[src/hw/rtl/wav_pcm_stream_decoder_top_defines.svh]
// ---------------------------------------------------------------------------
// wav pcm stream decoder assertion macros
// shared helpers for the concurrent checks in the rtl
// ---------------------------------------------------------------------------
`ifndef WAV_PCM_STREAM_DECODER_TOP_DEFINES_SVH
`define WAV_PCM_STREAM_DECODER_TOP_DEFINES_SVH

// condition holds in the same cycle as the trigger
`define WPSD_ASSERT_HOLDS(label, clk, rst, ante, cons, msg) \
   label: assert property (@(posedge clk) disable iff (rst) (ante) |-> (cons)) \
      else $error(msg);

// condition holds in the cycle after the trigger
`define WPSD_ASSERT_NEXT(label, clk, rst, ante, cons, msg) \
   label: assert property (@(posedge clk) disable iff (rst) (ante) |=> (cons)) \
      else $error(msg);

`endif

[src/hw/rtl/wpsd_pkg.sv]
// ---------------------------------------------------------------------------
// wpsd_pkg
// types and constants shared by the wav pcm stream decoder modules
// ---------------------------------------------------------------------------
package wpsd_pkg;

   localparam logic [31:0] TAG_RIFF = 32'h5249_4646;
   localparam logic [31:0] TAG_WAVE = 32'h5741_5645;
   localparam logic [31:0] TAG_FMT  = 32'h666D_7420;
   localparam logic [31:0] TAG_DATA = 32'h6461_7461;

   localparam logic [8:0]  VOLUME_RESET = 9'd153;
   localparam logic [8:0]  UNITY_GAIN   = 9'd256;
   localparam logic [15:0] FMT_PCM      = 16'd1;

   typedef enum logic [2:0] {
      KIND_SAMPLE     = 3'd0,
      KIND_DONE       = 3'd1,
      KIND_BAD_HEADER = 3'd2,
      KIND_BAD_FORMAT = 3'd3,
      KIND_TRUNCATED  = 3'd4
   } kind_type;

   typedef enum logic [2:0] {
      PH_RIFF  = 3'd0,
      PH_CHUNK = 3'd1,
      PH_FMT   = 3'd2,
      PH_SKIP  = 3'd3,
      PH_DATA  = 3'd4,
      PH_END   = 3'd5
   } phase_type;

   // everything one byte produces: samples first, then at most one status
   typedef struct packed {
      logic [1:0]         n_res;
      logic               has_status;
      logic               mono;
      logic               stereo_ch;
      logic signed [15:0] sample;
      kind_type           status_kind;
   } wpsd_entry_type;

   // byte idx of a four character tag, first character at idx 0
   function automatic logic [7:0] tag_byte(input logic [31:0] tag, input logic [1:0] idx);
      logic [7:0] b;
      case (idx)
         2'd0:    b = tag[31:24];
         2'd1:    b = tag[23:16];
         2'd2:    b = tag[15:8];
         default: b = tag[7:0];
      endcase
      return b;
   endfunction

endpackage

[src/hw/rtl/wpsd_serializer.sv]
// ---------------------------------------------------------------------------
// wpsd_serializer
// holds one byte's results and hands them out one word per cycle while the result port is ready
// ---------------------------------------------------------------------------
`include "wav_pcm_stream_decoder_top_defines.svh"

module wpsd_serializer
   import wpsd_pkg::*;
(
   input  logic               clock,
   input  logic               reset,
   input  logic               push,
   input  wpsd_entry_type     entry,
   output logic               ser_ready,
   output logic               rsp_valid,
   input  logic               rsp_ready,
   output logic signed [15:0] rsp_sample,
   output logic               rsp_channel,
   output logic [2:0]         rsp_kind,
   output logic               rsp_last
);

   wpsd_entry_type     pend_ff;
   logic               pend_valid_ff, pend_valid_in;
   logic [1:0]         idx_ff, idx_in;
   logic               rsp_valid_ff, rsp_valid_in;
   logic signed [15:0] rsp_sample_ff, rsp_sample_in;
   logic               rsp_channel_ff, rsp_channel_in;
   kind_type           rsp_kind_ff, rsp_kind_in;
   logic               rsp_last_ff, rsp_last_in;

   logic [1:0] n_samp;
   logic       out_load;
   logic       is_last;
   logic       release_pend;

   assign n_samp       = pend_ff.n_res - {1'b0, pend_ff.has_status};
   assign out_load     = !rsp_valid_ff || rsp_ready;
   assign is_last      = idx_ff == (pend_ff.n_res - 2'd1);
   assign release_pend = pend_valid_ff && out_load && is_last;
   assign ser_ready    = !pend_valid_ff || release_pend;

   always_comb begin
      rsp_valid_in   = rsp_valid_ff;
      rsp_sample_in  = rsp_sample_ff;
      rsp_channel_in = rsp_channel_ff;
      rsp_kind_in    = rsp_kind_ff;
      rsp_last_in    = rsp_last_ff;
      if (out_load) begin
         rsp_valid_in = pend_valid_ff;
         rsp_last_in  = is_last;
         if (idx_ff < n_samp) begin
            rsp_sample_in  = pend_ff.sample;
            rsp_channel_in = pend_ff.mono ? idx_ff[0] : pend_ff.stereo_ch;
            rsp_kind_in    = KIND_SAMPLE;
         end else begin
            rsp_sample_in  = '0;
            rsp_channel_in = 1'b0;
            rsp_kind_in    = pend_ff.status_kind;
         end
      end

      pend_valid_in = pend_valid_ff;
      idx_in        = idx_ff;
      if (push) begin
         pend_valid_in = 1'b1;
         idx_in        = 2'd0;
      end else if (release_pend) begin
         pend_valid_in = 1'b0;
         idx_in        = 2'd0;
      end else if (out_load && pend_valid_ff) begin
         idx_in = idx_ff + 2'd1;
      end
   end

   always_ff @(posedge clock) begin
      if (reset) begin
         pend_valid_ff <= 1'b0;
         idx_ff        <= 2'd0;
         rsp_valid_ff  <= 1'b0;
      end else begin
         pend_valid_ff <= pend_valid_in;
         idx_ff        <= idx_in;
         rsp_valid_ff  <= rsp_valid_in;
      end
   end

   always_ff @(posedge clock) begin
      if (push) begin
         pend_ff <= entry;
      end
      rsp_sample_ff  <= rsp_sample_in;
      rsp_channel_ff <= rsp_channel_in;
      rsp_kind_ff    <= rsp_kind_in;
      rsp_last_ff    <= rsp_last_in;
   end

   assign rsp_valid   = rsp_valid_ff;
   assign rsp_sample  = rsp_sample_ff;
   assign rsp_channel = rsp_channel_ff;
   assign rsp_kind    = rsp_kind_ff;
   assign rsp_last    = rsp_last_ff;

   `WPSD_ASSERT_HOLDS(a_pend_not_empty, clock, reset, pend_valid_ff, pend_ff.n_res != 2'd0, "pending word with no results")
   `WPSD_ASSERT_HOLDS(a_idx_in_range, clock, reset, pend_valid_ff, idx_ff < pend_ff.n_res, "result index past count")
   `WPSD_ASSERT_HOLDS(a_status_zero, clock, reset, rsp_valid_ff && (rsp_kind_ff != KIND_SAMPLE), (rsp_sample_ff == 16'sd0) && !rsp_channel_ff, "status word carries sample data")

endmodule

[src/hw/rtl/wpsd_parser.sv]
// ---------------------------------------------------------------------------
// wpsd_parser
// input register, riff/wave chunk walker and sample scaling for one byte
// ---------------------------------------------------------------------------
`include "wav_pcm_stream_decoder_top_defines.svh"

module wpsd_parser
   import wpsd_pkg::*;
(
   input  logic           clock,
   input  logic           reset,
   input  logic           req_valid,
   output logic           req_ready,
   input  logic [7:0]     req_file_byte,
   input  logic           req_first_byte,
   input  logic           req_end_of_file,
   input  logic [8:0]     gain,
   input  logic           ser_ready,
   output logic           push,
   output wpsd_entry_type entry
);

   logic       in_valid_ff;
   logic [7:0] in_byte_ff;
   logic       in_first_ff;
   logic       in_eof_ff;
   logic       fire;

   phase_type   phase_ff, phase_in;
   logic [3:0]  hc_ff, hc_in;
   logic [31:0] tag_ff, tag_in;
   logic [31:0] cbl_ff, cbl_in;
   logic [4:0]  coff_ff, coff_in;      // saturates at 16 outside the data chunk
   logic [15:0] fmt_ff, fmt_in;
   logic [15:0] chans_ff, chans_in;
   logic [15:0] bits_ff, bits_in;
   logic [31:0] dbl_ff, dbl_in;
   logic [7:0]  low_ff, low_in;

   // state as seen by this byte, after a restart if it opens a file
   phase_type   cur_phase;
   logic [3:0]  cur_hc;
   logic [31:0] cur_tag, cur_cbl, cur_dbl;
   logic [4:0]  cur_coff;
   logic [15:0] cur_fmt, cur_chans, cur_bits;
   logic [7:0]  cur_low;

   logic [7:0]  b;
   logic [31:0] tag_n, cbl_n, dbl_n, cbl_dec, dbl_dec;
   logic        fmt_ok;
   logic [1:0]  n_samp;
   logic        fin;
   kind_type    fin_kind;
   logic signed [15:0] samp_val;
   logic        stereo_ch;

   // sample arithmetic
   logic signed [7:0]  d8;
   logic signed [17:0] prod8;
   logic [15:0] raw16, mag16, q16;
   logic [24:0] prod16;
   logic signed [15:0] s16;

   assign fire      = in_valid_ff && ser_ready;
   assign req_ready = !in_valid_ff || fire;
   assign b         = in_byte_ff;

   always_ff @(posedge clock) begin
      if (reset) begin
         in_valid_ff <= 1'b0;
      end else if (req_ready) begin
         in_valid_ff <= req_valid;
      end
   end

   always_ff @(posedge clock) begin
      if (req_valid && req_ready) begin
         in_byte_ff  <= req_file_byte;
         in_first_ff <= req_first_byte;
         in_eof_ff   <= req_end_of_file;
      end
   end

   always_comb begin
      if (in_first_ff) begin
         cur_phase = PH_RIFF;
         cur_hc    = '0;
         cur_tag   = '0;
         cur_cbl   = '0;
         cur_coff  = '0;
         cur_fmt   = '0;
         cur_chans = '0;
         cur_bits  = '0;
         cur_dbl   = '0;
         cur_low   = '0;
      end else begin
         cur_phase = phase_ff;
         cur_hc    = hc_ff;
         cur_tag   = tag_ff;
         cur_cbl   = cbl_ff;
         cur_coff  = coff_ff;
         cur_fmt   = fmt_ff;
         cur_chans = chans_ff;
         cur_bits  = bits_ff;
         cur_dbl   = dbl_ff;
         cur_low   = low_ff;
      end
   end

   // 8-bit: recentre and scale, exact
   assign d8    = $signed({~b[7], b[6:0]});
   assign prod8 = d8 * $signed({1'b0, gain});

   // 16-bit: scale the magnitude, truncate toward zero
   assign raw16  = {b, cur_low};
   assign mag16  = raw16[15] ? (16'd0 - raw16) : raw16;
   assign prod16 = mag16 * gain;
   assign q16    = prod16[23:8];
   assign s16    = $signed(raw16[15] ? (16'd0 - q16) : q16);

   assign fmt_ok  = (cur_fmt == FMT_PCM) && ((cur_chans == 16'd1) || (cur_chans == 16'd2))
                    && ((cur_bits == 16'd8) || (cur_bits == 16'd16));
   assign cbl_dec = cur_cbl - 32'd1;
   assign dbl_dec = cur_dbl - 32'd1;

   always_comb begin
      phase_in  = cur_phase;
      hc_in     = cur_hc;
      tag_in    = cur_tag;
      cbl_in    = cur_cbl;
      coff_in   = cur_coff;
      fmt_in    = cur_fmt;
      chans_in  = cur_chans;
      bits_in   = cur_bits;
      dbl_in    = cur_dbl;
      low_in    = cur_low;
      tag_n     = cur_tag;
      cbl_n     = cur_cbl;
      dbl_n     = cur_dbl;
      n_samp    = 2'd0;
      samp_val  = '0;
      stereo_ch = 1'b0;
      fin       = 1'b0;
      fin_kind  = KIND_DONE;

      case (cur_phase)
         PH_RIFF: begin
            if ((cur_hc < 4'd4 && b != tag_byte(TAG_RIFF, cur_hc[1:0])) ||
                (cur_hc >= 4'd8 && cur_hc < 4'd12 && b != tag_byte(TAG_WAVE, cur_hc[1:0]))) begin
               fin      = 1'b1;
               fin_kind = KIND_BAD_HEADER;
               phase_in = PH_END;
            end else if (cur_hc == 4'd11) begin
               hc_in    = '0;
               phase_in = PH_CHUNK;
            end else begin
               hc_in = cur_hc + 4'd1;
            end
         end
         PH_CHUNK: begin
            if (!cur_hc[2]) begin
               tag_n = {cur_tag[23:0], b};
            end else begin
               cbl_n[{cur_hc[1:0], 3'b000} +: 8] = cur_cbl[{cur_hc[1:0], 3'b000} +: 8] | b;
            end
            tag_in = tag_n;
            cbl_in = cbl_n;
            hc_in  = cur_hc + 4'd1;
            if (cur_hc == 4'd7) begin
               hc_in   = '0;
               coff_in = '0;
               if (tag_n == TAG_DATA) begin
                  if (!fmt_ok || cbl_n == 32'd0) begin
                     fin      = 1'b1;
                     fin_kind = KIND_BAD_FORMAT;
                     phase_in = PH_END;
                  end else begin
                     // odd trailing byte of 16-bit data is dropped
                     dbl_n  = (cur_bits == 16'd16) ? {cbl_n[31:1], 1'b0} : cbl_n;
                     dbl_in = dbl_n;
                     if (dbl_n == 32'd0) begin
                        fin      = 1'b1;
                        fin_kind = KIND_DONE;
                        phase_in = PH_END;
                     end else begin
                        phase_in = PH_DATA;
                     end
                  end
               end else if (cbl_n != 32'd0) begin
                  phase_in = (tag_n == TAG_FMT) ? PH_FMT : PH_SKIP;
               end else begin
                  tag_in = '0;
                  cbl_in = '0;
               end
            end
         end
         PH_FMT, PH_SKIP: begin
            if (cur_phase == PH_FMT && !cur_coff[4]) begin
               if (cur_coff[3:0] < 4'd2) begin
                  fmt_in[{cur_coff[0], 3'b000} +: 8] = b;
               end else if (cur_coff[3:0] < 4'd4) begin
                  chans_in[{cur_coff[0], 3'b000} +: 8] = b;
               end else if (cur_coff[3:0] >= 4'd14) begin
                  bits_in[{cur_coff[0], 3'b000} +: 8] = b;
               end
            end
            coff_in = cur_coff[4] ? cur_coff : cur_coff + 5'd1;
            cbl_in  = cbl_dec;
            if (cbl_dec == 32'd0) begin
               phase_in = PH_CHUNK;
               tag_in   = '0;
               coff_in  = '0;
            end
         end
         PH_DATA: begin
            if (cur_bits == 16'd8) begin
               n_samp    = (cur_chans == 16'd1) ? 2'd2 : 2'd1;
               samp_val  = prod8[15:0];
               stereo_ch = cur_coff[0];
            end else if (!cur_coff[0]) begin
               low_in = b;
            end else begin
               n_samp    = (cur_chans == 16'd1) ? 2'd2 : 2'd1;
               samp_val  = s16;
               stereo_ch = cur_coff[1];
            end
            coff_in = cur_coff + 5'd1;
            dbl_in  = dbl_dec;
            if (dbl_dec == 32'd0) begin
               fin      = 1'b1;
               fin_kind = KIND_DONE;
               phase_in = PH_END;
            end
         end
         default: begin
         end
      endcase

      if (in_eof_ff && phase_in != PH_END) begin
         fin = 1'b1;
         if (phase_in == PH_RIFF) begin
            fin_kind = KIND_BAD_HEADER;
         end else if (phase_in == PH_DATA) begin
            fin_kind = KIND_TRUNCATED;
         end else begin
            fin_kind = KIND_BAD_FORMAT;
         end
         phase_in = PH_END;
      end
   end

   assign entry.n_res       = n_samp + {1'b0, fin};
   assign entry.has_status  = fin;
   assign entry.mono        = cur_chans == 16'd1;
   assign entry.stereo_ch   = stereo_ch;
   assign entry.sample      = samp_val;
   assign entry.status_kind = fin_kind;
   assign push              = fire && (entry.n_res != 2'd0);

   always_ff @(posedge clock) begin
      if (reset) begin
         phase_ff <= PH_RIFF;
         hc_ff    <= '0;
         tag_ff   <= '0;
         cbl_ff   <= '0;
         coff_ff  <= '0;
         fmt_ff   <= '0;
         chans_ff <= '0;
         bits_ff  <= '0;
         dbl_ff   <= '0;
         low_ff   <= '0;
      end else if (fire) begin
         phase_ff <= phase_in;
         hc_ff    <= hc_in;
         tag_ff   <= tag_in;
         cbl_ff   <= cbl_in;
         coff_ff  <= coff_in;
         fmt_ff   <= fmt_in;
         chans_ff <= chans_in;
         bits_ff  <= bits_in;
         dbl_ff   <= dbl_in;
         low_ff   <= low_in;
      end
   end

   `WPSD_ASSERT_NEXT(a_end_after_status, clock, reset, push && entry.has_status, phase_ff == PH_END, "status given but parser not finished")
   `WPSD_ASSERT_NEXT(a_stage_holds, clock, reset, in_valid_ff && !fire, in_valid_ff && $stable(in_byte_ff), "input word lost while stalled")

endmodule

[src/hw/rtl/wav_pcm_stream_decoder_top.sv]
// path: a byte passes the input register and the pending register before its first result reaches the output register
// throughput: one file byte per cycle while each byte gives at most one result and rsp_ready stays high
// a byte giving more than one result holds the next byte back until its last result is taken (8-bit mono: two per byte)
// the single result port sets the rate; the parser itself never stalls on its own
// reset: synchronous, parser back to the riff header, volume to 153, pipeline emptied
// ---------------------------------------------------------------------------
// wav_pcm_stream_decoder_top
// riff/wave pcm byte stream decoder with volume scaling and status reporting
// ---------------------------------------------------------------------------
module wav_pcm_stream_decoder_top
   import wpsd_pkg::*;
(
   input  logic               clock,
   input  logic               reset,
   input  logic               req_valid,
   output logic               req_ready,
   input  logic [7:0]         req_file_byte,
   input  logic               req_first_byte,
   input  logic               req_end_of_file,
   output logic               rsp_valid,
   input  logic               rsp_ready,
   output logic signed [15:0] rsp_sample,
   output logic               rsp_channel,
   output logic [2:0]         rsp_kind,
   output logic               rsp_last,
   input  logic               csr_write_enable,
   input  logic [8:0]         csr_write_data
);

   logic [8:0]     volume_ff, volume_in;
   logic [8:0]     gain;
   logic           ser_ready;
   logic           push;
   wpsd_entry_type entry;

   assign volume_in = csr_write_enable ? csr_write_data : volume_ff;

   always_ff @(posedge clock) begin
      if (reset) begin
         volume_ff <= VOLUME_RESET;
      end else begin
         volume_ff <= volume_in;
      end
   end

   // anything above unity acts as unity
   assign gain = (volume_ff > UNITY_GAIN) ? UNITY_GAIN : volume_ff;

   wpsd_parser u_parser (
      .clock           (clock),
      .reset           (reset),
      .req_valid       (req_valid),
      .req_ready       (req_ready),
      .req_file_byte   (req_file_byte),
      .req_first_byte  (req_first_byte),
      .req_end_of_file (req_end_of_file),
      .gain            (gain),
      .ser_ready       (ser_ready),
      .push            (push),
      .entry           (entry)
   );

   wpsd_serializer u_serializer (
      .clock       (clock),
      .reset       (reset),
      .push        (push),
      .entry       (entry),
      .ser_ready   (ser_ready),
      .rsp_valid   (rsp_valid),
      .rsp_ready   (rsp_ready),
      .rsp_sample  (rsp_sample),
      .rsp_channel (rsp_channel),
      .rsp_kind    (rsp_kind),
      .rsp_last    (rsp_last)
   );

endmodule

[config.mk]
export PLATFORM = sky130hd
export DESIGN_NAME = wav_pcm_stream_decoder_top
export DESIGN_NICKNAME = d
export VERILOG_FILES = /design/src/hw/rtl/wpsd_pkg.sv /design/src/hw/rtl/wpsd_serializer.sv /design/src/hw/rtl/wpsd_parser.sv /design/src/hw/rtl/wav_pcm_stream_decoder_top.sv
export VERILOG_INCLUDE_DIRS = /design/src /design/src/hw/rtl
export SDC_FILE = /design/constraint.sdc
export NUM_CORES = 1
export LEC_CHECK = 0
export BUFFER_PORTS_ARGS = -buffer_cell sky130_fd_sc_hd__clkbuf_2
export CORE_MARGIN = 4
export CORE_UTILIZATION = 50
export DETAILED_ROUTE_END_ITERATION = 6
export GPL_ROUTABILITY_DRIVEN = 0
export PLACE_DENSITY = 0.68
export SLEW_MARGIN = 30
export SYNTH_ARGS = -nofsm -noshare
export SYNTH_HDL_FRONTEND = slang
export SYNTH_SLANG_ARGS = --single-unit
export TNS_END_PERCENT = 10
[constraint.sdc]
create_clock -name clock -period 9.5 [get_ports clock]
set_input_delay 1.9 -clock clock [delete_from_list [all_inputs] [get_ports clock]]
set_output_delay 1.9 -clock clock [all_outputs]
set_load 0.005 [all_outputs]
==> results list, run 1 <==
- Status: completed
* Number of different library cells in the post-synthesis netlist: 87
* Total DRC errors in the routed layout: 0
- VDD sags by at most roughly 0.00015 V.
- The filler cells instantiated in the layout total 3,911.
- After detailed routing, the average wire length per cell comes to 21.2 um.
* Clock Path Buffers: 3
- In the final layout, the share of cells above drive strength 1 is 8.13%.
* Critical Path, Cell by Cell: nor4_1, a41oi_1, or4_1, o21ai_0, xnor2_1, nand2_1, fa_1, inv_1, fa_1, fa_1, inv_1, fa_1, inv_1, ha_1, inv_1, o31ai_1, nor3_1, a21oi_1, mux2_2, o21ai_0, nand4b_1, o31ai_1, xnor2_1, o22ai_1
* Effective utilization at floorplan: 50.7%
* Average cell area after synthesis: 8.08 sq um
- GRT Resource Usage Total: 28.1%
- For this run, the top clock speed supported by timing is 0.127 GHz.
- Iter 0 DRT Violations: 2,692
- Finished Core Util: 54.3%
- CORE AREA: between 40,000 and 50,000 sq um
- Overflow left after global routing: 0
- Max-slew violation count: 0
* Biggest area consumer among synthesized cells: sky130_fd_sc_hd__dfxtp_1
- In this run the horizontal extent of the chip is 214 um.
- The path class of the tightest hold or removal check is flip-flop to flip-flop.
- In this run the clock root is driven by a sky130_fd_sc_hd__clkbuf_16.
* Final count of hold timing violations: 0
- Of all flip-flops after synthesis, the portion carrying an async set or reset was 0%.
- Number of synthesized register bits: ~230
- In this run the tightest slew margin relative to its limit is 29.9%.
- STA classifies the critical path startpoint as a flip-flop.
- Summing over every cut layer, the via total after detailed routing is 20,000.
- After technology mapping, the gate count stands at between 2,000 and 3,000.
- Yosys Warn Count: 0
- Number of max-cap violations: 0
* Die boundary height: about 210 um
* Total length of routed wires: 66,200 um
- Critical path's top delay family: adder cells
- Clock latency at the later pin of the worst-skew pair: 580 ps
- Number of nets in the finished design: 2,820
* Post-synthesis instance area: approximately 21,000 sq um
* Number of nets with antenna violations after routing: 0
- Clk sinks: approximately 230
- Power density relative to cell area: 167 nW/um^2
- In this run the worst path has a maximum fanout of 9.
- Type of element capturing the critical path: flip-flop
- After clock tree synthesis, the setup repair step added 0 buffers.
* EDFF count, synth: 55
* Synthesized netlist net count: 2,891
- Count of endpoints failing setup in the final report: 0
* Detail-routed via count per cell: 6.40
* Clock slew at the register clock pins of the worst setup and hold paths: 60 ps
* Clock tree from TritonCTS: yes
- Summed over its instances, the top area cell type makes up between 10% and 20% of the synthesized netlist area.
* Half-perimeter wire length after placement: 47,000 um
- For this run, the leading register cell type out of synthesis is sky130_fd_sc_hd__dfxtp_1.
* Actual slew at the worst max-slew pin: roughly 1000 ps
- The number of clock buffers added by TritonCTS is 29.
- Maximum number of pins on one net before global-route repair: 143
- The worst setup path is of the flip-flop to flip-flop kind.
- Vias in the first global route: 19,100
- Synth top area cells: sky130_fd_sc_hd__dfxtp_1 17%, sky130_fd_sc_hd__fa_1 13%, sky130_fd_sc_hd__edfxtp_1 7.8%, sky130_fd_sc_hd__nor2_1 5.7%, sky130_fd_sc_hd__ha_1 5.6%
* Row count: 75
- In this run the count of I/O pins placed on the die edge is 47.
- CP Data Arrival Time: 8180 ps
- The first global-routing pass estimated 106,000 um of wire.
- Total of hold buffers inserted after clock tree synthesis: 0
- The first TritonRoute pass finished after 6 iterations.
* Total die area: 45,900 sq um
- Setup repair after global routing missed its margin: false
* Stage delay of the slowest cell on the critical path: 630 ps
- Worst EP required: 9810 ps
* Cells resized by post-CTS repair: 0
- CTS built an H-tree with a depth of 1.
* Clk_skew: 14.6 ps
* Worst Path Buf+Inv: 4
- Cell type of the slowest stage on the worst timing path: sky130_fd_sc_hd__nor4_1
- LEAKAGE: 9.44 nW
- Total Neg Setup Slack: 0 ps
- Final critical path time including I/O delays and setup: 7870 ps
* Part of the cycle the worst path needs: 82.8%
- Area grow syn2layout: 7.21%
* Power, Total: 3.80 mW
- Buffers added on ports: 46
- Antenna violations before repair: 3
- Of the synthesized area, sequential elements account for around 25%.
[flip-flops by register name, summed over array words and instances, names as in the netlist]
register                    count
u_parser.cbl_ff                32
u_parser.dbl_ff                32
u_parser.tag_ff                32
u_serializer.pend_ff           24
u_parser.bits_ff               16
u_parser.chans_ff              16
u_parser.fmt_ff                16
u_serializer.rsp_sample        16
volume_ff                       9
u_parser.b                      8
u_parser.low_ff                 8
u_parser.coff_ff                5
u_parser.hc_ff                  4
u_parser.phase_ff               3
u_serializer.rsp_kind           3
u_serializer.idx_ff             2
u_parser.in_eof_ff              1
u_parser.in_first_ff            1
u_parser.in_valid_ff            1
u_serializer.pend_valid_ff      1
u_serializer.rsp_channel        1
u_serializer.rsp_last           1
u_serializer.rsp_valid          1
[logic make-up (layout without fill, tap and decap cells)]
| family | count (synthesis) | count (layout) | synth area share (%) |
|---|---|---|---|
| and+or+nand+nor | 1029 | 1029 | 23.8 |
| AOI/OAI and AO/OA | 609 | 609 | 19.9 |
| buffers and inverters | 391 | 343 | 7.00 |
| adders and majority gates | 235 | 235 | 18.8 |
| DFF | 233 | 233 | 24.5 |
| xor gates and xnor gates | 87 | 87 | 3.58 |
| muxes | 48 | 48 | 2.40 |
| other | 0 | 1 | 0 |
[layout by cell type (no fill, tap or decap), types with 24 or more instances in the layout]
master and count:
sky130_fd_sc_hd__mux2i_1 24, sky130_fd_sc_hd__nor2_1 324, sky130_fd_sc_hd__nor2b_1 46, sky130_fd_sc_hd__o21ai_0 137, sky130_fd_sc_hd__nor4_1 40, sky130_fd_sc_hd__a22o_1 28, sky130_fd_sc_hd__nor3_1 63, sky130_fd_sc_hd__edfxtp_1 55
sky130_fd_sc_hd__a22oi_1 88, sky130_fd_sc_hd__nand2_1 246, sky130_fd_sc_hd__xnor2_1 61, sky130_fd_sc_hd__ha_1 95, sky130_fd_sc_hd__a211oi_1 25, sky130_fd_sc_hd__clkbuf_16 29, sky130_fd_sc_hd__clkbuf_2 45, sky130_fd_sc_hd__nand4_1 28
sky130_fd_sc_hd__fa_1 140, sky130_fd_sc_hd__inv_1 202, sky130_fd_sc_hd__dfxtp_1 177, sky130_fd_sc_hd__buf_4 40, sky130_fd_sc_hd__and2_1 81, sky130_fd_sc_hd__nand3_1 48, sky130_fd_sc_hd__and3_1 25, sky130_fd_sc_hd__o22ai_1 24
sky130_fd_sc_hd__a21oi_1 94, sky130_fd_sc_hd__xor2_1 26
[Yosys cell counts, types with 17 or more instances]
master	count
sky130_fd_sc_hd__nand2_1	246
sky130_fd_sc_hd__nor3_1	63
sky130_fd_sc_hd__a22o_1	28
sky130_fd_sc_hd__dfxtp_1	178
sky130_fd_sc_hd__xor2_1	26
sky130_fd_sc_hd__edfxtp_1	55
sky130_fd_sc_hd__ha_1	95
sky130_fd_sc_hd__mux2_2	17
sky130_fd_sc_hd__inv_1	203
sky130_fd_sc_hd__o22ai_1	24
sky130_fd_sc_hd__mux2i_1	24
sky130_fd_sc_hd__a211oi_1	25
sky130_fd_sc_hd__a22oi_1	88
sky130_fd_sc_hd__nand4_1	28
sky130_fd_sc_hd__and2_1	82
sky130_fd_sc_hd__nor2b_1	47
sky130_fd_sc_hd__or2_2	17
sky130_fd_sc_hd__a21oi_1	94
sky130_fd_sc_hd__and3_1	25
sky130_fd_sc_hd__fa_1	140
sky130_fd_sc_hd__nor2_1	325
sky130_fd_sc_hd__nor4_1	41
sky130_fd_sc_hd__clkbuf_1	162
sky130_fd_sc_hd__xnor2_1	61
sky130_fd_sc_hd__o31ai_1	21
sky130_fd_sc_hd__a21o_1	19
sky130_fd_sc_hd__o21ai_0	137
sky130_fd_sc_hd__nand3_1	48
[layer usage]
metal	global-route usage, %	part of all wire (%)	up-vias
met3	5.19	9.5	219
met1	38.8	41	9590
met4	12.1	5.0	6
met5	0	0.066	-
li1	-	-	9114
met2	43.4	44	1071
[worst paths after layout]
check	from	end	slack, ps	cells after the start
setup / recovery	u_parser.low_ff[0]	u_serializer.pend_ff[18]	1630	24
hold / removal	u_parser.tag_ff[26]	u_parser.tag_ff[26]	470	1
setup reg to reg	u_parser.low_ff[0]	u_serializer.pend_ff[18]	1630	24
hold reg to reg	u_parser.tag_ff[26]	u_parser.tag_ff[26]	470	1
[power breakdown]
group	switching [mW]	internal, mW
clock	0.469	0.680
sequential	0.0345	1.05
combinational	0.967	0.602
[metrics by stage]
stage,instance area (sq um),hold WS (ps),worst slack [ps],std cells
floorplan,21300,434,1280,2632
global placement,21800,452,1870,3069
detailed placement,21800,459,1690,3069
CTS,22800,475,1650,3123
global route,22800,502,1020,3123
finish,22800,473,1630,3124
[cell type report]
| class | count | area (sq um) | share of cell area [%] |
|---|---|---|---|
| inverters | 203 | 762 | 3.34 |
| clock buffers | 36 | 802 | 3.52 |
| flip-flops and latches | 233 | 5220 | 22.9 |
| repair buffers | 86 | 546 | 2.39 |
| multi-input cells | 2008 | 14600 | 64.1 |
| clock inverters | 18 | 183 | 0.801 |
| diodes | 1 | 2.50 | 0.0110 |
| well taps | 539 | 674 | 2.96 |
Power figures use the tool's default switching activity.
==> run 2: changes to the inputs <==
--- a/config.mk
+++ b/config.mk
@@ -6,12 +6,13 @@
 export SDC_FILE = /design/constraint.sdc
 export NUM_CORES = 1
 export LEC_CHECK = 0
+export ABC_AREA = 1
 export BUFFER_PORTS_ARGS = -buffer_cell sky130_fd_sc_hd__clkbuf_2
 export CORE_MARGIN = 4
 export CORE_UTILIZATION = 50
 export DETAILED_ROUTE_END_ITERATION = 6
 export GPL_ROUTABILITY_DRIVEN = 0
-export PLACE_DENSITY = 0.68
+export PLACE_DENSITY = 0.7
 export SLEW_MARGIN = 30
 export SYNTH_ARGS = -nofsm -noshare
 export SYNTH_HDL_FRONTEND = slang
==> constraint.sdc (replaced) <==
create_clock -name clock -period 6.35 [get_ports clock]
set_input_delay 1.27 -clock clock [delete_from_list [all_inputs] [get_ports clock]]
set_output_delay 1.27 -clock clock [all_outputs]
set_load 0.005 [all_outputs]
==> run 2 against run 1 <==
  * Clock skew increased by 19 ps
  * Global-route usage decreased by 0.97 points
  * Via count increased by 16%
  * Critical endpoint is now u_serializer.pend_ff[17]
  * Wire length increased by 5.9%
  * Non-clock buffer count increased by 86
  * Highest routed layer is now met4
  * Critical path type unchanged
  * Clock-buffer cell count increased by 3
  * Sequential share of layout area decreased by 2.8 points
  * Hold slack got worse by 13 ps
  * Design area increased by 14%
==> results list, run 2 <==
- Buffers added on ports: between 40 and 50
- Maximum number of pins on one net before global-route repair: 75
* Antenna violations before repair: 1
* Biggest area consumer among synthesized cells: sky130_fd_sc_hd__dfxtp_1
- The sequential cells in the finished layout cover a total of approximately 5200 sq um.
- STA puts the critical path data arrival time at 6610 ps.
- Detailed placement ended at an HPWL of 50,100 um.
- The routed layout has ~23,000 vias.
- CTS built an H-tree with a depth of 1.
- The max-slew violation total from the final report was 0.
* Area grow syn2layout: 11.4%
* Global-route wire length before repair: 113,000 um
- Type of element capturing the critical path: flip-flop
- Biggest regs: u_parser.cbl_ff: 32 flops, u_parser.dbl_ff: 32 flops, u_parser.tag_ff: 32 flops
- The cell that appears most often on the critical path is sky130_fd_sc_hd__nand2_2.
- The pre-antenna-repair detailed-routing pass consisted of 6 iterations.
- Measured along the x axis, the die boundary spans between 200 and 250 um.
* Share of post-route cells with drive strength above 1: 11.6%
* CORE AREA: around 46,000 sq um
- The flow ran to the end, and the final reports show no timing, DRC or antenna violations.
- After layout, the worst path uses 99.3% of the clock period.
- After clock tree synthesis, the clock-pin slew on the worst setup and hold paths is about 60 ps.
* Number of synthesized register bits: 233
- After synthesis, the share of flip-flops with an asynchronous set or reset is 0%.
- GRT Resource Usage Total: 27.1%
- Post-synthesis instance area: 23,400 sq um
* Worst max-slew margin expressed relative to the limit: roughly 39%
- Iter 0 DRT Violations: 2,492
- In this design, the stage delay of the slowest critical-path cell is 540 ps.
* Number of nets in the finished design: 3,779
* Clock Path Buffers: 3
- Vias in the first global route: 21,700
* Avg WL per Cell: 16.9 um
- In this run, post-CTS hold repair placed 0 buffers.
- For the pin with the worst max-slew slack, the measured transition is 909 ps.
* LEAKAGE: ~12 nW
- Min-Delay Path Depth: 2
* Register-to-register path setup slack: 40 ps
* Peak supply drop: 0.000261 V
- In the post-synthesis netlist, the cell with the most instances is sky130_fd_sc_hd__nand2_1.
* EDFF count, synth: 55
- Each instance of the synthesized netlist takes up on average 6.72 sq um.
* Type of the worst setup path: flip-flop to flip-flop
- The placed instances occupy a cell area of 24,500 sq um.
- Synthesized netlist net count: 3,735
- Post-route cell area: around 26,000 sq um
* Number of different library cells in the post-synthesis netlist: 65
- Power, Total: 7.62 mW
- Effective utilization at floorplan: approximately 50%
- Overflow left after global routing: 0
* Post-Place Cells: 4,076
- After synthesis, the largest area contributor takes up between 15 and 20% of total cell area.
* Most frequent standard cell in the layout excluding fill and tap cells: sky130_fd_sc_hd__nand2_1
- The multi-input combinational cells in the finished layout cover a total of approximately 16,000 sq um.
* Total die area: 50,200 sq um
* Worst EP required: around 6700 ps
* Path type of the worst min-delay path: flip-flop to flip-flop
* Number of max-cap violations: 0
- Final-layout fill cell count: about 4,400
- Detail-routed via count per cell: approximately 5.6
- Proportion of synthesized chip area in sequential cells: 22.3%
* Origin of the critical flop-to-flop path: u_parser.in_first_ff
* Final count of hold timing violations: 0
- Counting cells, the worst reg-to-reg path comes to 42.
- Cell Count, Final, Fillers Out: around 4,100
- Setup repair after global routing could not meet its margin everywhere.
- Num ports: 47
* Row count: 78
- For hold timing, the worst endpoint is u_parser.tag_ff[17].
* Top achievable clock speed: 0.159 GHz
- Count of endpoints failing setup in the final report: 0
- The floorplan step set the die height to between 200 and 250 um.
* Start point of the worst hold path: u_parser.tag_ff[17]
- Total DRC errors in the routed layout: 0
- The endpoint identified for the worst register-to-register timing path is u_serializer.pend_ff[17].
- Clock buffer count from CTS: 30
- Cell type of the slowest stage on the worst timing path: sky130_fd_sc_hd__fa_1
- In the layout the commonest cells are 622 x sky130_fd_sc_hd__nand2_1, 551 x sky130_fd_sc_hd__inv_1, 474 x sky130_fd_sc_hd__nor2_1, 221 x sky130_fd_sc_hd__o21ai_0, 204 x sky130_fd_sc_hd__a21oi_1.
* Most frequently used flop master after synthesis: sky130_fd_sc_hd__dfxtp_1
- Mapped Cells: 3,476
- Number of nets with antenna violations after routing: 0
* Number of antenna repair diodes: 0
- Sorting the synthesized cells by how often they occur yields 643 x sky130_fd_sc_hd__nand2_1, 557 x sky130_fd_sc_hd__inv_1, 487 x sky130_fd_sc_hd__nor2_1.
- CTS placed an instance of sky130_fd_sc_hd__clkbuf_16 at the clock tree root.
- Total length of routed wires: 70,100 um
* Clock tree from TritonCTS: yes
* Power density relative to cell area: 293 nW/um^2
- Ranked by total cell area, the synthesized netlist is headed by sky130_fd_sc_hd__dfxtp_1 15%, sky130_fd_sc_hd__fa_1 12%, sky130_fd_sc_hd__nand2_1 10%, sky130_fd_sc_hd__inv_1 9.0%, sky130_fd_sc_hd__nor2_1 7.8%.
* Clk sinks: 233
- The clock arrives with 33.7 ps of skew.
- During synthesis, Yosys emitted a total of 0 warnings.
- At the later pin of the worst-skew pair, clock insertion delay measures about 580 ps.
- Along the worst path, the maximum fanout reaches 5.
* Final critical path time including I/O delays and setup: 6310 ps
- STA classifies the critical path startpoint as a flip-flop.
==> run 2: cell types whose count changed after synthesis, moves of 42 or more <==
cell / before / now
sky130_fd_sc_hd__clkbuf_1: 162 / 113
sky130_fd_sc_hd__nand2_1: 246 / 643
sky130_fd_sc_hd__a21oi_1: 94 / 217
sky130_fd_sc_hd__xor2_1: 26 / 69
sky130_fd_sc_hd__nor2_1: 325 / 487
sky130_fd_sc_hd__inv_1: 203 / 557
sky130_fd_sc_hd__xnor2_1: 61 / 19
sky130_fd_sc_hd__and2_1: 82 / 1
sky130_fd_sc_hd__nor2b_1: 47 / 0
sky130_fd_sc_hd__o21ai_0: 137 / 229
sky130_fd_sc_hd__a22oi_1: 88 / 13
sky130_fd_sc_hd__nand3_1: 48 / 165
==> run 2: metal layers <==
| metal | global-route usage (%) | wire [um] |
|---|---|---|
| met1 | 39.0 | 30600 |
| met2 | 41.4 | 30500 |
| met3 | 5.22 | 6850 |
| met4 | 8.47 | 2150 |
| met5 | 0 | 0 |
==> run 2: final cells by class <==
type | instances | area share [%]
sequential | 233 | 20.0
clock inverter | 17 | 0.640
inverter | 587 | 8.50
tap | 600 | 2.89
multi-input combinational | 2496 | 60.0
timing repair buffer | 172 | 4.65
clock buffer | 39 | 3.25
==> run 2: repair_timing <==
action,in CTS,in global routing
pin swaps,2,36
gates resized for setup,7,92
buffers inserted,4,8
endpoints found under the hold margin,0,0
setup endpoints to repair,6,13
==> run 2: kinds of logic after synthesis <==
family	after synthesis	synth area share (%)
AND/OR/NAND/NOR	1488	27.5
buffers and inverters	747	12.7
AO/OA/AOI/OAI	684	17.1
adder cells (fa/ha/maj)	235	17.1
flip-flops	233	22.3
XOR/XNOR	88	3.30
multiplexers	1	0.0429
==> run 2: worst max path at each step <==
stage                                    start                        to  slack (ps)
after floorplan           u_parser.in_first_ff  u_serializer.pend_ff[17]           2
after global placement    u_parser.in_first_ff  u_serializer.pend_ff[17]          20
after detailed placement  u_parser.in_first_ff  u_serializer.pend_ff[14]        -100
after CTS                 u_parser.in_first_ff  u_serializer.pend_ff[14]          20
after global routing      u_parser.in_first_ff  u_serializer.pend_ff[17]        -310
final                     u_parser.in_first_ff  u_serializer.pend_ff[17]          40
==> run 2: worst max-delay path, delay by kind of cell, from the launching register on <==
kind                     cells  cell delay [ps]
adder cells (fa/ha/maj)      5             2290
buffers and inverters        5              280
AND/OR/NAND/NOR             29             2660
flip-flops                   1              410
AO/OA/AOI/OAI                3              400
==> run 2: power by group <==
group	switching, mW	leakage, nW	total [mW]	internal (mW)
Sequential	0.0607	2.00	1.70	1.64
Clock	0.702	0.487	1.73	1.02
Combinational	2.57	9.71	4.19	1.63
Total	3.33	12.2	7.62	4.29
==> run 2: through the flow <==
stage | hold slack (ps) | TNS, ps | setup slack [ps] | utilization, %
floorplan | 431 | 0 | 2.23 | -
global route | 479 | -2390 | -310 | 56.8
CTS | 464 | 0 | 17.5 | 55.9
finish | 460 | 0 | 43.3 | 56.8
global placement | 450 | 0 | 16.4 | 53.5
detailed placement | 455 | -390 | -95.6 | 53.5
